==> config.mk <==
export PLATFORM = sky130hd
export DESIGN_NAME = light_sensor_autorange
export DESIGN_NICKNAME = d
export VERILOG_FILES = /design/src/sv/lsa_pkg.sv /design/src/sv/lsa_cell.sv /design/src/sv/lsa_ring.sv /design/src/sv/lsa_ctrl.sv /design/src/sv/light_sensor_autorange.sv
export SDC_FILE = /design/constraint.sdc
export NUM_CORES = 2
export LEC_CHECK = 0
export BUFFER_PORTS_ARGS = -buffer_cell sky130_fd_sc_hd__buf_2
export CAP_MARGIN = 20
export CORE_MARGIN = 8
export CORE_UTILIZATION = 55
export CTS_CLUSTER_DIAMETER = 30
export DETAILED_ROUTE_END_ITERATION = 10
export PLACE_DENSITY = 0.72
export RECOVER_POWER = 100
export SLEW_MARGIN = 20
export SYNTH_ARGS = -nofsm -noshare
export SYNTH_HDL_FRONTEND = slang
export SYNTH_HIERARCHICAL = 1
export SYNTH_SLANG_ARGS = --single-unit
==> constraint.sdc <==
create_clock -name aclk -period 10.54 [get_ports aclk]
set_input_delay 2.108 -clock aclk [delete_from_list [all_inputs] [get_ports aclk]]
set_output_delay 2.108 -clock aclk [all_outputs]
set_load 0.1 [all_outputs]
==> src/sv/lsa_pkg.sv <==
// Shared types, constants and helper functions of the light sensor auto-ranging block.
// Depends on nothing; every other file of the block imports it.
package lsa_pkg;

    localparam int RAW_W      = 16;
    localparam int SCALE_W    = 16;
    localparam int LVL_W      = 17;
    localparam int FRAC_W     = 8;
    localparam int SMP_W      = LVL_W + FRAC_W;
    localparam int PREV_W     = SMP_W + 1;
    localparam int ROUND_W    = 3;
    localparam int IN_W       = 2 * RAW_W;
    localparam int OUT_W      = 80;
    localparam int CFG_IDX_W  = 3;
    localparam int CFG_DATA_W = 17;

    typedef logic [SMP_W-1:0]   level_t;
    typedef logic [1:0]         gain_t;
    typedef logic [2:0]         time_code_t;
    typedef logic [ROUND_W-1:0] round_t;

    localparam gain_t GAIN_LOW = 2'd0;
    localparam gain_t GAIN_MAX = 2'd3;

    localparam time_code_t TIME_100MS = 3'd0;
    localparam time_code_t TIME_200MS = 3'd1;
    localparam time_code_t TIME_400MS = 3'd3;
    localparam time_code_t TIME_600MS = 3'd5;

    localparam round_t ROUND_MAX = 3'd7;

    typedef enum logic [CFG_IDX_W-1:0] {
        CFG_TEMP_COMP,
        CFG_IR_SCALE,
        CFG_FULL_SCALE,
        CFG_SAT_LEVEL,
        CFG_DIM_LEVEL,
        CFG_SETTLE,
        CFG_MAX_ROUNDS
    } cfg_index_t;

    localparam logic [SCALE_W-1:0] RST_SCALE      = 16'd32768;
    localparam logic [LVL_W-1:0]   RST_SAT_LEVEL  = 17'd50000;
    localparam logic [LVL_W-1:0]   RST_DIM_LEVEL  = 17'd128;
    localparam logic [LVL_W-1:0]   RST_SETTLE     = 17'd10;
    localparam round_t             RST_MAX_ROUNDS = 3'd6;
    localparam time_code_t         RST_TIME       = TIME_400MS;
    localparam logic [PREV_W-1:0]  RST_PREV       = PREV_W'(-256);
    localparam level_t             LEVEL_ONE      = level_t'(256);

    typedef struct packed {
        logic                temp_comp;
        logic [SCALE_W-1:0]  ir_scale;
        logic [SCALE_W-1:0]  full_scale;
        logic [LVL_W-1:0]    sat_level;
        logic [LVL_W-1:0]    dim_level;
        logic [LVL_W-1:0]    settle_delta;
        round_t              max_rounds;
    } cfg_t;

    typedef struct packed {
        logic   first;
        logic   active;
        logic   sat;
        logic   dim;
        level_t vis;
    } dec_req_t;

    typedef struct packed {
        gain_t      gain;
        time_code_t time_code;
        logic       done;
    } dec_res_t;

    // Shorter integration: 600 -> 400 -> 200 ms, with 200 ms as the floor.
    function automatic time_code_t time_down(input time_code_t t);
        case (t)
            TIME_600MS:             return TIME_400MS;
            TIME_400MS, TIME_200MS: return TIME_200MS;
            default:                return t;
        endcase
    endfunction

    // Longer integration: 200 -> 400 -> 600 ms.
    function automatic time_code_t time_up(input time_code_t t);
        case (t)
            TIME_200MS:             return TIME_400MS;
            TIME_400MS, TIME_600MS: return TIME_600MS;
            default:                return t;
        endcase
    endfunction

endpackage

==> src/sv/lsa_cell.sv <==
// One cell of the boxcar shift line: holds one infrared and one full-spectrum sample.
// Depends on lsa_pkg for the sample type.
module lsa_cell import lsa_pkg::*; (
    input  logic   aclk,
    input  logic   aresetn,
    input  logic   shift_en,
    input  level_t ir_in,
    input  level_t full_in,
    output level_t ir_out,
    output level_t full_out
);

    level_t ir_reg;
    level_t full_reg;

    always_ff @(posedge aclk) begin
        if (!aresetn) begin
            ir_reg   <= '0;
            full_reg <= '0;
        end else if (shift_en) begin
            ir_reg   <= ir_in;
            full_reg <= full_in;
        end
    end

    assign ir_out   = ir_reg;
    assign full_out = full_reg;

endmodule

==> src/sv/lsa_ring.sv <==
// Boxcar averager: a chain of lsa_cell stages, running totals and a reciprocal divider.
// Depends on lsa_pkg and lsa_cell.
module lsa_ring import lsa_pkg::*; #(
    parameter int RING_DEPTH = 8
) (
    input  logic   aclk,
    input  logic   aresetn,
    input  logic   push,
    input  level_t ir_in,
    input  level_t full_in,
    input  logic   avg_load,
    output level_t ir_avg,
    output level_t full_avg
);

    localparam int LOG_D  = $clog2(RING_DEPTH);
    localparam int TOT_W  = SMP_W + LOG_D;
    localparam int PROD_W = 2 * TOT_W + 1;
    localparam int QSH    = TOT_W + LOG_D;
    // Rounded-up reciprocal; exact floor division for every total below 2**TOT_W.
    localparam logic [63:0] RCP_FULL =
        ((64'd1 << QSH) + 64'(RING_DEPTH) - 64'd1) / 64'(RING_DEPTH);
    localparam logic [TOT_W:0] RCP_M = RCP_FULL[TOT_W:0];

    level_t             ir_tap   [RING_DEPTH+1];
    level_t             full_tap [RING_DEPTH+1];
    logic [TOT_W-1:0]   ir_total_reg;
    logic [TOT_W-1:0]   full_total_reg;
    logic [PROD_W-1:0]  ir_prod;
    logic [PROD_W-1:0]  full_prod;
    level_t             ir_avg_reg;
    level_t             full_avg_reg;

    assign ir_tap[0]   = ir_in;
    assign full_tap[0] = full_in;

    for (genvar k = 0; k < RING_DEPTH; k++) begin : g_cell
        lsa_cell u_cell (
            .aclk     (aclk),
            .aresetn  (aresetn),
            .shift_en (push),
            .ir_in    (ir_tap[k]),
            .full_in  (full_tap[k]),
            .ir_out   (ir_tap[k+1]),
            .full_out (full_tap[k+1])
        );
    end

    // The sample falling off the end of the chain leaves the total as the new one enters.
    always_ff @(posedge aclk) begin
        if (!aresetn) begin
            ir_total_reg   <= '0;
            full_total_reg <= '0;
        end else if (push) begin
            ir_total_reg   <= ir_total_reg + TOT_W'(ir_in) - TOT_W'(ir_tap[RING_DEPTH]);
            full_total_reg <= full_total_reg + TOT_W'(full_in)
                              - TOT_W'(full_tap[RING_DEPTH]);
        end
    end

    assign ir_prod   = PROD_W'(ir_total_reg) * PROD_W'(RCP_M);
    assign full_prod = PROD_W'(full_total_reg) * PROD_W'(RCP_M);

    always_ff @(posedge aclk) begin
        if (avg_load) begin
            ir_avg_reg   <= ir_prod[QSH +: SMP_W];
            full_avg_reg <= full_prod[QSH +: SMP_W];
        end
    end

    assign ir_avg   = ir_avg_reg;
    assign full_avg = full_avg_reg;

endmodule

==> src/sv/lsa_ctrl.sv <==
// Ranging decision: settle test, gain and integration time steps, round limit.
// Depends on lsa_pkg for the configuration, request and result structs.
module lsa_ctrl import lsa_pkg::*; (
    input  logic     aclk,
    input  logic     aresetn,
    input  cfg_t     cfg,
    input  logic     fire,
    input  dec_req_t req,
    output dec_res_t res,
    output logic     reading_over
);

    gain_t              gain_reg,    gain_next;
    time_code_t         time_reg,    time_next;
    round_t             rounds_reg,  rounds_next;
    logic               lowered_reg, lowered_next;
    logic               over_reg,    over_next;
    logic [PREV_W-1:0]  prev_reg,    prev_next;
    logic               done_next;
    round_t             rounds_base;
    logic               lowered_base;
    level_t             settle_th;
    logic [PREV_W:0]    up_diff;
    logic [PREV_W:0]    dn_diff;
    logic               settled;

    assign settle_th = {cfg.settle_delta, {FRAC_W{1'b0}}};
    assign up_diff   = {2'b00, req.vis} - {prev_reg[PREV_W-1], prev_reg};
    assign dn_diff   = {prev_reg[PREV_W-1], prev_reg} - {2'b00, req.vis};
    // Both signs of the difference are formed at once; the non-negative one is tested.
    assign settled   = (!up_diff[PREV_W] && (up_diff[PREV_W-1:0] < {1'b0, settle_th}))
                    || (!dn_diff[PREV_W] && (dn_diff[PREV_W-1:0] < {1'b0, settle_th}));

    always_comb begin
        gain_next    = gain_reg;
        time_next    = time_reg;
        rounds_next  = rounds_reg;
        lowered_next = lowered_reg;
        prev_next    = prev_reg;
        done_next    = 1'b1;
        rounds_base  = req.first ? '0 : rounds_reg;
        lowered_base = req.first ? 1'b0 : lowered_reg;
        if (req.active) begin
            done_next    = 1'b0;
            rounds_next  = (rounds_base == ROUND_MAX) ? ROUND_MAX : rounds_base + 1'b1;
            lowered_next = lowered_base;
            if (settled) begin
                done_next = 1'b1;
            end else begin
                prev_next = {1'b0, req.vis};
                if (req.sat) begin
                    if (gain_reg != GAIN_LOW) begin
                        gain_next    = gain_reg - 1'b1;
                        lowered_next = 1'b1;
                    end else if (time_reg != TIME_100MS) begin
                        time_next    = time_down(time_reg);
                        lowered_next = 1'b1;
                    end else begin
                        done_next = 1'b1;
                    end
                end else if (req.dim) begin
                    // Once sensitivity came down in this reading it is not raised again.
                    if (!lowered_base) begin
                        if (gain_reg != GAIN_MAX) begin
                            gain_next = gain_reg + 1'b1;
                        end else if (time_reg != TIME_600MS) begin
                            time_next = time_up(time_reg);
                        end else begin
                            done_next = 1'b1;
                        end
                    end
                end else begin
                    done_next = 1'b1;
                end
            end
            if (rounds_next >= cfg.max_rounds) begin
                done_next = 1'b1;
            end
        end
        over_next = req.active ? done_next : over_reg;
    end

    always_ff @(posedge aclk) begin
        if (!aresetn) begin
            gain_reg    <= GAIN_LOW;
            time_reg    <= RST_TIME;
            rounds_reg  <= '0;
            lowered_reg <= 1'b0;
            over_reg    <= 1'b1;
            prev_reg    <= RST_PREV;
        end else if (fire) begin
            gain_reg    <= gain_next;
            time_reg    <= time_next;
            rounds_reg  <= rounds_next;
            lowered_reg <= lowered_next;
            over_reg    <= over_next;
            prev_reg    <= prev_next;
        end
    end

    assign res.gain      = gain_next;
    assign res.time_code = time_next;
    assign res.done      = done_next;
    assign reading_over  = over_reg;

    a_time_reachable: assert property (@(posedge aclk) disable iff (!aresetn)
        (time_reg == TIME_200MS) || (time_reg == TIME_400MS) || (time_reg == TIME_600MS))
        else $error("integration time left the 200/400/600 ms set");

    a_idle_holds: assert property (@(posedge aclk) disable iff (!aresetn)
        !fire |=> $stable({gain_reg, time_reg, over_reg, prev_reg}))
        else $error("ranging state changed without a decision");

    a_over_sticks: assert property (@(posedge aclk) disable iff (!aresetn)
        (over_reg && !(fire && req.first)) |=> over_reg)
        else $error("finished reading reopened without a first sample");

endmodule

==> src/sv/light_sensor_autorange.sv <==
// Top level of the light sensor auto-ranging block: ports, scaling, pipeline and result register.
// Depends on lsa_pkg, lsa_ring (with lsa_cell) and lsa_ctrl.
//
// Usage. Each input item is one sensor conversion: s_tdata carries the raw infrared and
// full-spectrum counts, s_tuser flags the first sample of a new reading. Each item gives
// exactly one result item on the m_ side: the gain and integration time codes to use next,
// the boxcar averages and the visible level, with m_tlast high once the reading is finished.
// Samples that arrive after a reading finished, without the first flag, are not averaged;
// they return the current settings with m_tlast high.
// Items pass p1 to p4 and the output register before m_tvalid. An item with s_tuser set
// can follow in the next cycle. One that continues a reading waits in p1 until the item
// before it is decided, so inside a reading a new sample is taken only once the last is
// decided: the finished flag set in p4 decides if the next sample enters the averaging
// chain. The user writes configuration through the cfg_ channel while no item is in flight;
// the block does not enforce it. cfg_ready is always high and a write to index 7 is dropped.
// Reset (aresetn low at a clock edge) clears the averaging chain and the totals, restores
// the register defaults, low gain and 400 ms, and marks the reading finished.
// When the receiver stalls, the result waits in the output register and the pipeline keeps
// taking items until its four stages are full; then s_tready goes low.
module light_sensor_autorange import lsa_pkg::*; #(
    parameter int RING_DEPTH = 8
) (
    input  logic                  aclk,
    input  logic                  aresetn,
    input  logic                  s_tvalid,
    output logic                  s_tready,
    input  logic [IN_W-1:0]       s_tdata,    // raw_ir [15:0], raw_full [31:16]
    input  logic                  s_tuser,    // first_of_reading [0]
    output logic                  m_tvalid,
    input  logic                  m_tready,
    output logic [OUT_W-1:0]      m_tdata,    // gain_code [1:0], time_code [4:2],
                                              // ir_average [29:5], full_average [54:30],
                                              // visible_level [79:55]
    output logic                  m_tlast,    // done_res
    input  logic                  cfg_valid,
    output logic                  cfg_ready,
    input  logic [CFG_IDX_W-1:0]  cfg_index,
    input  logic [CFG_DATA_W-1:0] cfg_data
);

    cfg_t               cfg_reg;
    logic [RAW_W-1:0]   raw_ir;
    logic [RAW_W-1:0]   raw_full;
    logic [31:0]        ir_prod;
    logic [31:0]        full_prod;
    logic [31:0]        ir_round;
    logic [31:0]        full_round;
    level_t             ir_smp;
    level_t             full_smp;

    logic               p1_valid_reg, p1_first_reg;
    level_t             p1_ir_reg, p1_full_reg;
    logic               p2_valid_reg, p2_first_reg, p2_act_reg;
    logic               p3_valid_reg, p3_first_reg, p3_act_reg;
    logic               p4_valid_reg, p4_first_reg, p4_act_reg;
    logic               p4_sat_reg, p4_dim_reg;
    level_t             p4_ir_reg, p4_full_reg, p4_vis_reg;
    logic               out_valid_reg, out_last_reg;
    logic [OUT_W-1:0]   out_data_reg;

    logic               out_free, p4_move, p4_free, p3_move, p3_free;
    logic               p2_move, p2_free, p1_move, p1_free;
    logic               hazard_clear, p1_act, push;
    logic               reading_over;
    level_t             ir_avg, full_avg, vis;
    level_t             sat_th, dim_th;
    logic               sat_hit, dim_hit;
    dec_req_t           req;
    dec_res_t           res;

    // Configuration registers.
    assign cfg_ready = 1'b1;

    always_ff @(posedge aclk) begin
        if (!aresetn) begin
            cfg_reg.temp_comp    <= 1'b0;
            cfg_reg.ir_scale     <= RST_SCALE;
            cfg_reg.full_scale   <= RST_SCALE;
            cfg_reg.sat_level    <= RST_SAT_LEVEL;
            cfg_reg.dim_level    <= RST_DIM_LEVEL;
            cfg_reg.settle_delta <= RST_SETTLE;
            cfg_reg.max_rounds   <= RST_MAX_ROUNDS;
        end else if (cfg_valid) begin
            case (cfg_index)
                CFG_TEMP_COMP:  cfg_reg.temp_comp    <= cfg_data[0];
                CFG_IR_SCALE:   cfg_reg.ir_scale     <= cfg_data[SCALE_W-1:0];
                CFG_FULL_SCALE: cfg_reg.full_scale   <= cfg_data[SCALE_W-1:0];
                CFG_SAT_LEVEL:  cfg_reg.sat_level    <= cfg_data[LVL_W-1:0];
                CFG_DIM_LEVEL:  cfg_reg.dim_level    <= cfg_data[LVL_W-1:0];
                CFG_SETTLE:     cfg_reg.settle_delta <= cfg_data[LVL_W-1:0];
                CFG_MAX_ROUNDS: cfg_reg.max_rounds   <= cfg_data[ROUND_W-1:0];
                default: ;
            endcase
        end
    end

    // Stage 1 input: Q1.15 temperature scaling rounded half up to Q17.8, or a plain shift
    // into Q17.8 when compensation is off.
    assign raw_ir     = s_tdata[RAW_W-1:0];
    assign raw_full   = s_tdata[IN_W-1:RAW_W];
    assign ir_prod    = 32'(raw_ir) * 32'(cfg_reg.ir_scale);
    assign full_prod  = 32'(raw_full) * 32'(cfg_reg.full_scale);
    assign ir_round   = ir_prod + 32'd64;
    assign full_round = full_prod + 32'd64;
    assign ir_smp     = cfg_reg.temp_comp ? ir_round[31:7] : {1'b0, raw_ir, 8'b0};
    assign full_smp   = cfg_reg.temp_comp ? full_round[31:7] : {1'b0, raw_full, 8'b0};

    // Pipeline flow. A stage moves on when the one after it is empty or moving.
    assign out_free = !out_valid_reg || m_tready;
    assign p4_move  = p4_valid_reg && out_free;
    assign p4_free  = !p4_valid_reg || p4_move;
    assign p3_move  = p3_valid_reg && p4_free;
    assign p3_free  = !p3_valid_reg || p3_move;
    assign p2_move  = p2_valid_reg && p3_free;
    assign p2_free  = !p2_valid_reg || p2_move;

    // A sample that continues a reading needs the finished flag of the item before it,
    // so it waits until no earlier item is still undecided. A first sample does not.
    assign hazard_clear = !(p2_valid_reg || p3_valid_reg || p4_valid_reg);
    assign p1_move      = p1_valid_reg && p2_free && (p1_first_reg || hazard_clear);
    assign p1_free      = !p1_valid_reg || p1_move;
    assign s_tready     = p1_free;
    assign p1_act       = p1_first_reg || !reading_over;
    assign push         = p1_move && p1_act;

    lsa_ring #(
        .RING_DEPTH (RING_DEPTH)
    ) u_ring (
        .aclk     (aclk),
        .aresetn  (aresetn),
        .push     (push),
        .ir_in    (p1_ir_reg),
        .full_in  (p1_full_reg),
        .avg_load (p2_move),
        .ir_avg   (ir_avg),
        .full_avg (full_avg)
    );

    // Stage 3 output: visible level and the threshold tests that need no ranging state.
    assign vis     = (full_avg > ir_avg) ? (full_avg - ir_avg) : LEVEL_ONE;
    assign sat_th  = {cfg_reg.sat_level, {FRAC_W{1'b0}}};
    assign dim_th  = {cfg_reg.dim_level, {FRAC_W{1'b0}}};
    assign sat_hit = (full_avg >= sat_th) || (ir_avg >= sat_th);
    assign dim_hit = vis < dim_th;

    assign req.first  = p4_first_reg;
    assign req.active = p4_act_reg;
    assign req.sat    = p4_sat_reg;
    assign req.dim    = p4_dim_reg;
    assign req.vis    = p4_vis_reg;

    lsa_ctrl u_ctrl (
        .aclk         (aclk),
        .aresetn      (aresetn),
        .cfg          (cfg_reg),
        .fire         (p4_move),
        .req          (req),
        .res          (res),
        .reading_over (reading_over)
    );

    always_ff @(posedge aclk) begin
        if (!aresetn) begin
            p1_valid_reg  <= 1'b0;
            p2_valid_reg  <= 1'b0;
            p3_valid_reg  <= 1'b0;
            p4_valid_reg  <= 1'b0;
            out_valid_reg <= 1'b0;
        end else begin
            if (p1_free) begin
                p1_valid_reg <= s_tvalid;
            end
            if (p2_free) begin
                p2_valid_reg <= p1_move;
            end
            if (p3_free) begin
                p3_valid_reg <= p2_move;
            end
            if (p4_free) begin
                p4_valid_reg <= p3_move;
            end
            if (out_free) begin
                out_valid_reg <= p4_move;
            end
        end
    end

    always_ff @(posedge aclk) begin
        if (s_tvalid && p1_free) begin
            p1_first_reg <= s_tuser;
            p1_ir_reg    <= ir_smp;
            p1_full_reg  <= full_smp;
        end
        if (p1_move) begin
            p2_first_reg <= p1_first_reg;
            p2_act_reg   <= p1_act;
        end
        if (p2_move) begin
            p3_first_reg <= p2_first_reg;
            p3_act_reg   <= p2_act_reg;
        end
        if (p3_move) begin
            p4_first_reg <= p3_first_reg;
            p4_act_reg   <= p3_act_reg;
            p4_sat_reg   <= sat_hit;
            p4_dim_reg   <= dim_hit;
            p4_ir_reg    <= ir_avg;
            p4_full_reg  <= full_avg;
            p4_vis_reg   <= vis;
        end
        if (p4_move) begin
            out_data_reg <= {p4_vis_reg, p4_full_reg, p4_ir_reg, res.time_code, res.gain};
            out_last_reg <= res.done;
        end
    end

    assign m_tvalid = out_valid_reg;
    assign m_tdata  = out_data_reg;
    assign m_tlast  = out_last_reg;

    a_ring_order: assert property (@(posedge aclk) disable iff (!aresetn)
        (p2_valid_reg && !p2_first_reg) |-> !(p3_valid_reg || p4_valid_reg))
        else $error("continuing sample averaged before the previous decision");

    a_avg_order: assert property (@(posedge aclk) disable iff (!aresetn)
        (p3_valid_reg && !p3_first_reg) |-> !p4_valid_reg)
        else $error("continuing sample overtook an undecided item");

endmodule
==> tab_implementation.tex <==
\begin{tabular}{lr}
\hline
Metric & Value \\
\hline
\multicolumn{2}{l}{\textbf{Placement}} \\
\quad Global placement routability congestion & 0.939 \\
\quad Placed instance area & 59400 µm² \\
\quad Number of buffer cells added on primary ports & 140 \\
\quad Cell total after placement & 7170 \\
\quad DP HPWL & 98300 µm \\
\multicolumn{2}{l}{\textbf{Worst setup path}} \\
\quad Worst Path Required & 11.19 ns \\
\quad Worst-path cell chain & clkbuf\_1, clkbuf\_1, clkbuf\_2, o211a\_1 \\
\quad Critical path arrival & 9.17 ns \\
\quad Type of the worst setup path & primary input to flip-flop \\
\quad Largest fanout of any net on the critical path & 126 \\
\quad Endpoint kind of the worst setup timing path & flip-flop \\
\quad Critical Path Max Stage Delay & 2.45 ns \\
\quad Cell with the most instances on the worst path & sky130\_fd\_sc\_hd\_\_clkbuf\_1 \\
\quad Highest-delay cell along the critical path & sky130\_fd\_sc\_hd\_\_clkbuf\_1 \\
\quad Startpoint types & primary input \\
\multicolumn{2}{l}{\textbf{Layout}} \\
\quad Share of layout cells above drive strength 1 & 5.67\% \\
\quad Most frequent cells in the layout & sky130\_fd\_sc\_hd\_\_inv\_1 (866), sky130\_fd\_sc\_hd\_\_nand2\_1 (600), sky130\_fd\_sc\_hd\_\_dfxtp\_1 (583) \\
\quad Fillcell total & 8839 \\
\quad Number of non-filler instances in the completed layout & 7423 \\
\quad Net count, final & 6854 \\
\quad Most frequent standard cell in the layout excluding fill and tap cells & sky130\_fd\_sc\_hd\_\_inv\_1 \\
\quad Area occupied by multi-input gates & 33700 µm² \\
\quad Post-route standard cell area excluding fillers & 64000 µm² \\
\quad Sequential cell area & 19700 µm² \\
\quad Final Util & 60.9\% \\
\quad Relative area change from synthesis to final layout & 10.0\% \\
\quad Count of antenna diodes in the layout & 0 \\
\multicolumn{2}{l}{\textbf{Synth}} \\
\quad Number of warnings issued by yosys & 6 \\
\quad Number of flip-flops and latches in the synthesized netlist & 849 \\
\quad Synth Flop Type & sky130\_fd\_sc\_hd\_\_dfxtp\_1 \\
\quad Post-synth EDFFs & 265 \\
\quad Cell area after synthesis & 58100 µm² \\
\quad Yosys top cell by area & sky130\_fd\_sc\_hd\_\_dfxtp\_1 \\
\quad Top cell type's share of synthesized area & 20.1\% \\
\quad Net count after synthesis & 6802 \\
\quad Average footprint of a synthesized cell & 9.91 µm² \\
\quad Top post-synthesis cells by area & sky130\_fd\_sc\_hd\_\_dfxtp\_1 (20\%), sky130\_fd\_sc\_hd\_\_fa\_1 (15\%), sky130\_fd\_sc\_hd\_\_edfxtp\_1 (14\%) \\
\quad Sequential cell area fraction in the yosys report & 33.8\% \\
\quad Yosys cell types & 89 \\
\quad Async SR Flop Fraction & 0\% \\
\quad Syn Inst Count & 5866 \\
\multicolumn{2}{l}{\textbf{Floorplan}} \\
\quad IO Count & 142 \\
\quad Core Area & 105000 µm² \\
\quad Site Rows & 119 \\
\quad Area of the die & 116000 µm² \\
\quad Die Height & 341 µm \\
\quad Die width & 341 µm \\
\quad Initial Util & 55.3\% \\
\multicolumn{2}{l}{\textbf{Hold path}} \\
\quad Worst min-delay path class & flip-flop to flip-flop \\
\multicolumn{2}{l}{\textbf{Clocking}} \\
\quad CTS max path bufs & 3 \\
\quad Resized Gates After CTS & 0 \\
\quad Maximum level of the CTS H-tree & 4 \\
\quad Buffer count from post-CTS setup fixing & 0 \\
\quad Clock network latency to the later pin of the worst-skew pair & 0.74 ns \\
\quad Clock slew at the register clock pins of the worst setup and hold paths & 0.05 ns \\
\quad CTS Buf Count & 137 \\
\quad Clock sinks & 849 \\
\quad Cell at the root of the clock tree & sky130\_fd\_sc\_hd\_\_clkbuf\_16 \\
\quad CTS tree & yes \\
\quad Count of hold-fix buffers inserted at cts & 0 \\
\multicolumn{2}{l}{\textbf{Routing}} \\
\quad Overall via count from detail\_route & 40.3k \\
\quad Iteration-0 DRC count of the detailed router & 2727 \\
\quad WL per Instance & 18.3 µm \\
\quad Drt drc & 0 \\
\quad Final wirelength & 136000 µm \\
\quad Detailed-router iteration count before antenna repair & 6 \\
\quad Via density per instance & 5.43 \\
\quad Detail Route Antenna Nets & 0 \\
\multicolumn{2}{l}{\textbf{Timing}} \\
\quad Final setup viols & 0 \\
\quad Unrepaired setup endpoints after global routing & false \\
\quad Min Clock Period, post-route & 8.51 ns \\
\quad Post-route clock period utilization & 80.8\% \\
\quad Pins Over Slew Limit & 688 \\
\quad Slew of the pin with the lowest slew margin & 3.73 ns \\
\quad Setup TNS after final layout & 0 ns \\
\quad Max Freq & 117 MHz \\
\quad Worst clock skew & 0.0438 ns \\
\quad Final Hold Vio Count & 0 \\
\quad Headroom to the max-slew limit & -148\% \\
\multicolumn{2}{l}{\textbf{Power}} \\
\quad Sw Ratio & 28.7\% \\
\quad Leakage & 27.1 nW \\
\quad Sequential share of power & 36.8\% \\
\quad Net switching power of the design & 2.77 mW \\
\quad Peak supply drop & 166 µV \\
\quad Part of the total power dissipated in the clock network & 46.9\% \\
\quad Power density over the cells & 151 nW/µm² \\
\quad Combinational group share of total power & 16.3\% \\
\quad Internal & 6.89 mW \\
\multicolumn{2}{l}{\textbf{Global route}} \\
\quad GRT Util Overall & 23.1\% \\
\quad Initial antenna violation count & 5 \\
\quad Final global-route overflow total & 0 \\
\quad Maximum number of pins on one net before global-route repair & 141 \\
\quad Number of global-route vias before repair & 40.5k \\
\quad Global-route wire length before repair & 217000 µm \\
\multicolumn{2}{l}{\textbf{Status}} \\
\quad Violated checks & capacitance limit, slew limit \\
\quad Result of the run & complete, but fails checks \\
\multicolumn{2}{l}{\textbf{Flow run}} \\
\quad Number of maximum-capacitance violations & 9 \\
\hline
\end{tabular}
-- logic make-up (layout without fill, tap and decap cells) --
| group | after synthesis | in the layout | share of synthesized area, % |
|---|---|---|---|
| and+or+nand+nor | 1668 | 1668 | 14.8 |
| buffers and inverters | 1119 | 1285 | 8.19 |
| adders and majority gates | 878 | 878 | 24.6 |
| DFF | 849 | 849 | 33.8 |
| AOI/OAI and AO/OA | 772 | 772 | 8.94 |
| muxes | 455 | 455 | 7.88 |
| xor gates and xnor gates | 124 | 124 | 1.87 |
| other | 1 | 1 | 0.00645 |
-- cell type report --
type                       instances  share of cell area [%]
inverter                         866                    5.08
multi-input combinational       3898                    52.7
clock buffer                     172                    5.84
timing repair buffer             166                    1.22
sequential                       849                    30.7
clock inverter                    81                    1.71
tap                             1391                    2.72
-- critical path, delay by kind of cell --
| kind | cells | cell delay, ns |
|---|---|---|
| buffers and inverters | 3 | 6.52 |
| AOI/OAI and AO/OA | 1 | 0.30 |
-- path summary, 6_finish.rpt --
| check | startpoint | to | slack [ns] | cells after the start |
|---|---|---|---|---|
| worst max-delay path | aresetn | u_ring/full_total_reg[2] | 2.03 | 4 |
| worst min register to register | p4_full_reg[6] | m_tdata[36] | 0.40 | 0 |
| worst max register to register | cfg_reg[79] | p1_ir_reg[20] | 3.17 | 21 |
| worst min-delay path | p4_full_reg[6] | m_tdata[36] | 0.40 | 0 |
-- metal layers --
metal	wire [µm]	track usage (%)
met5	22	0
met4	5380	9.53
met3	7830	3.81
met2	61100	36.4
met1	61800	31.6
-- synthesized netlist by cell type (115+ instances only) --
library cell / count
sky130_fd_sc_hd__inv_1: 866
sky130_fd_sc_hd__nand2_1: 600
sky130_fd_sc_hd__dfxtp_1: 584
sky130_fd_sc_hd__nor2b_1: 465
sky130_fd_sc_hd__fa_1: 439
sky130_fd_sc_hd__ha_1: 439
sky130_fd_sc_hd__mux2i_1: 433
sky130_fd_sc_hd__edfxtp_1: 265
sky130_fd_sc_hd__and2_1: 248
sky130_fd_sc_hd__a21oi_1: 181
sky130_fd_sc_hd__clkbuf_1: 179
sky130_fd_sc_hd__o21ai_0: 131
sky130_fd_sc_hd__nor2_1: 115
-- power by group through the flow --
stage	Combinational (mW)	Sequential, mW	Clock (mW)
floorplan	1.20	3.59	0
global placement	1.52	3.61	0
detailed placement	1.55	3.62	0
CTS	1.57	3.55	4.61
global route	1.76	3.56	4.76
finish	1.58	3.56	4.53
-- through the flow --
step	setup slack, ns	power, mW	hold slack, ns
global placement	2.10	5.14	0.403
floorplan	2.55	4.80	0.400
detailed placement	2.03	5.17	0.405
CTS	2.81	9.73	0.396
finish	2.03	9.66	0.402
global route	1.25	10.1	0.411
No activity file was read; power rests on OpenSTA's default activity.
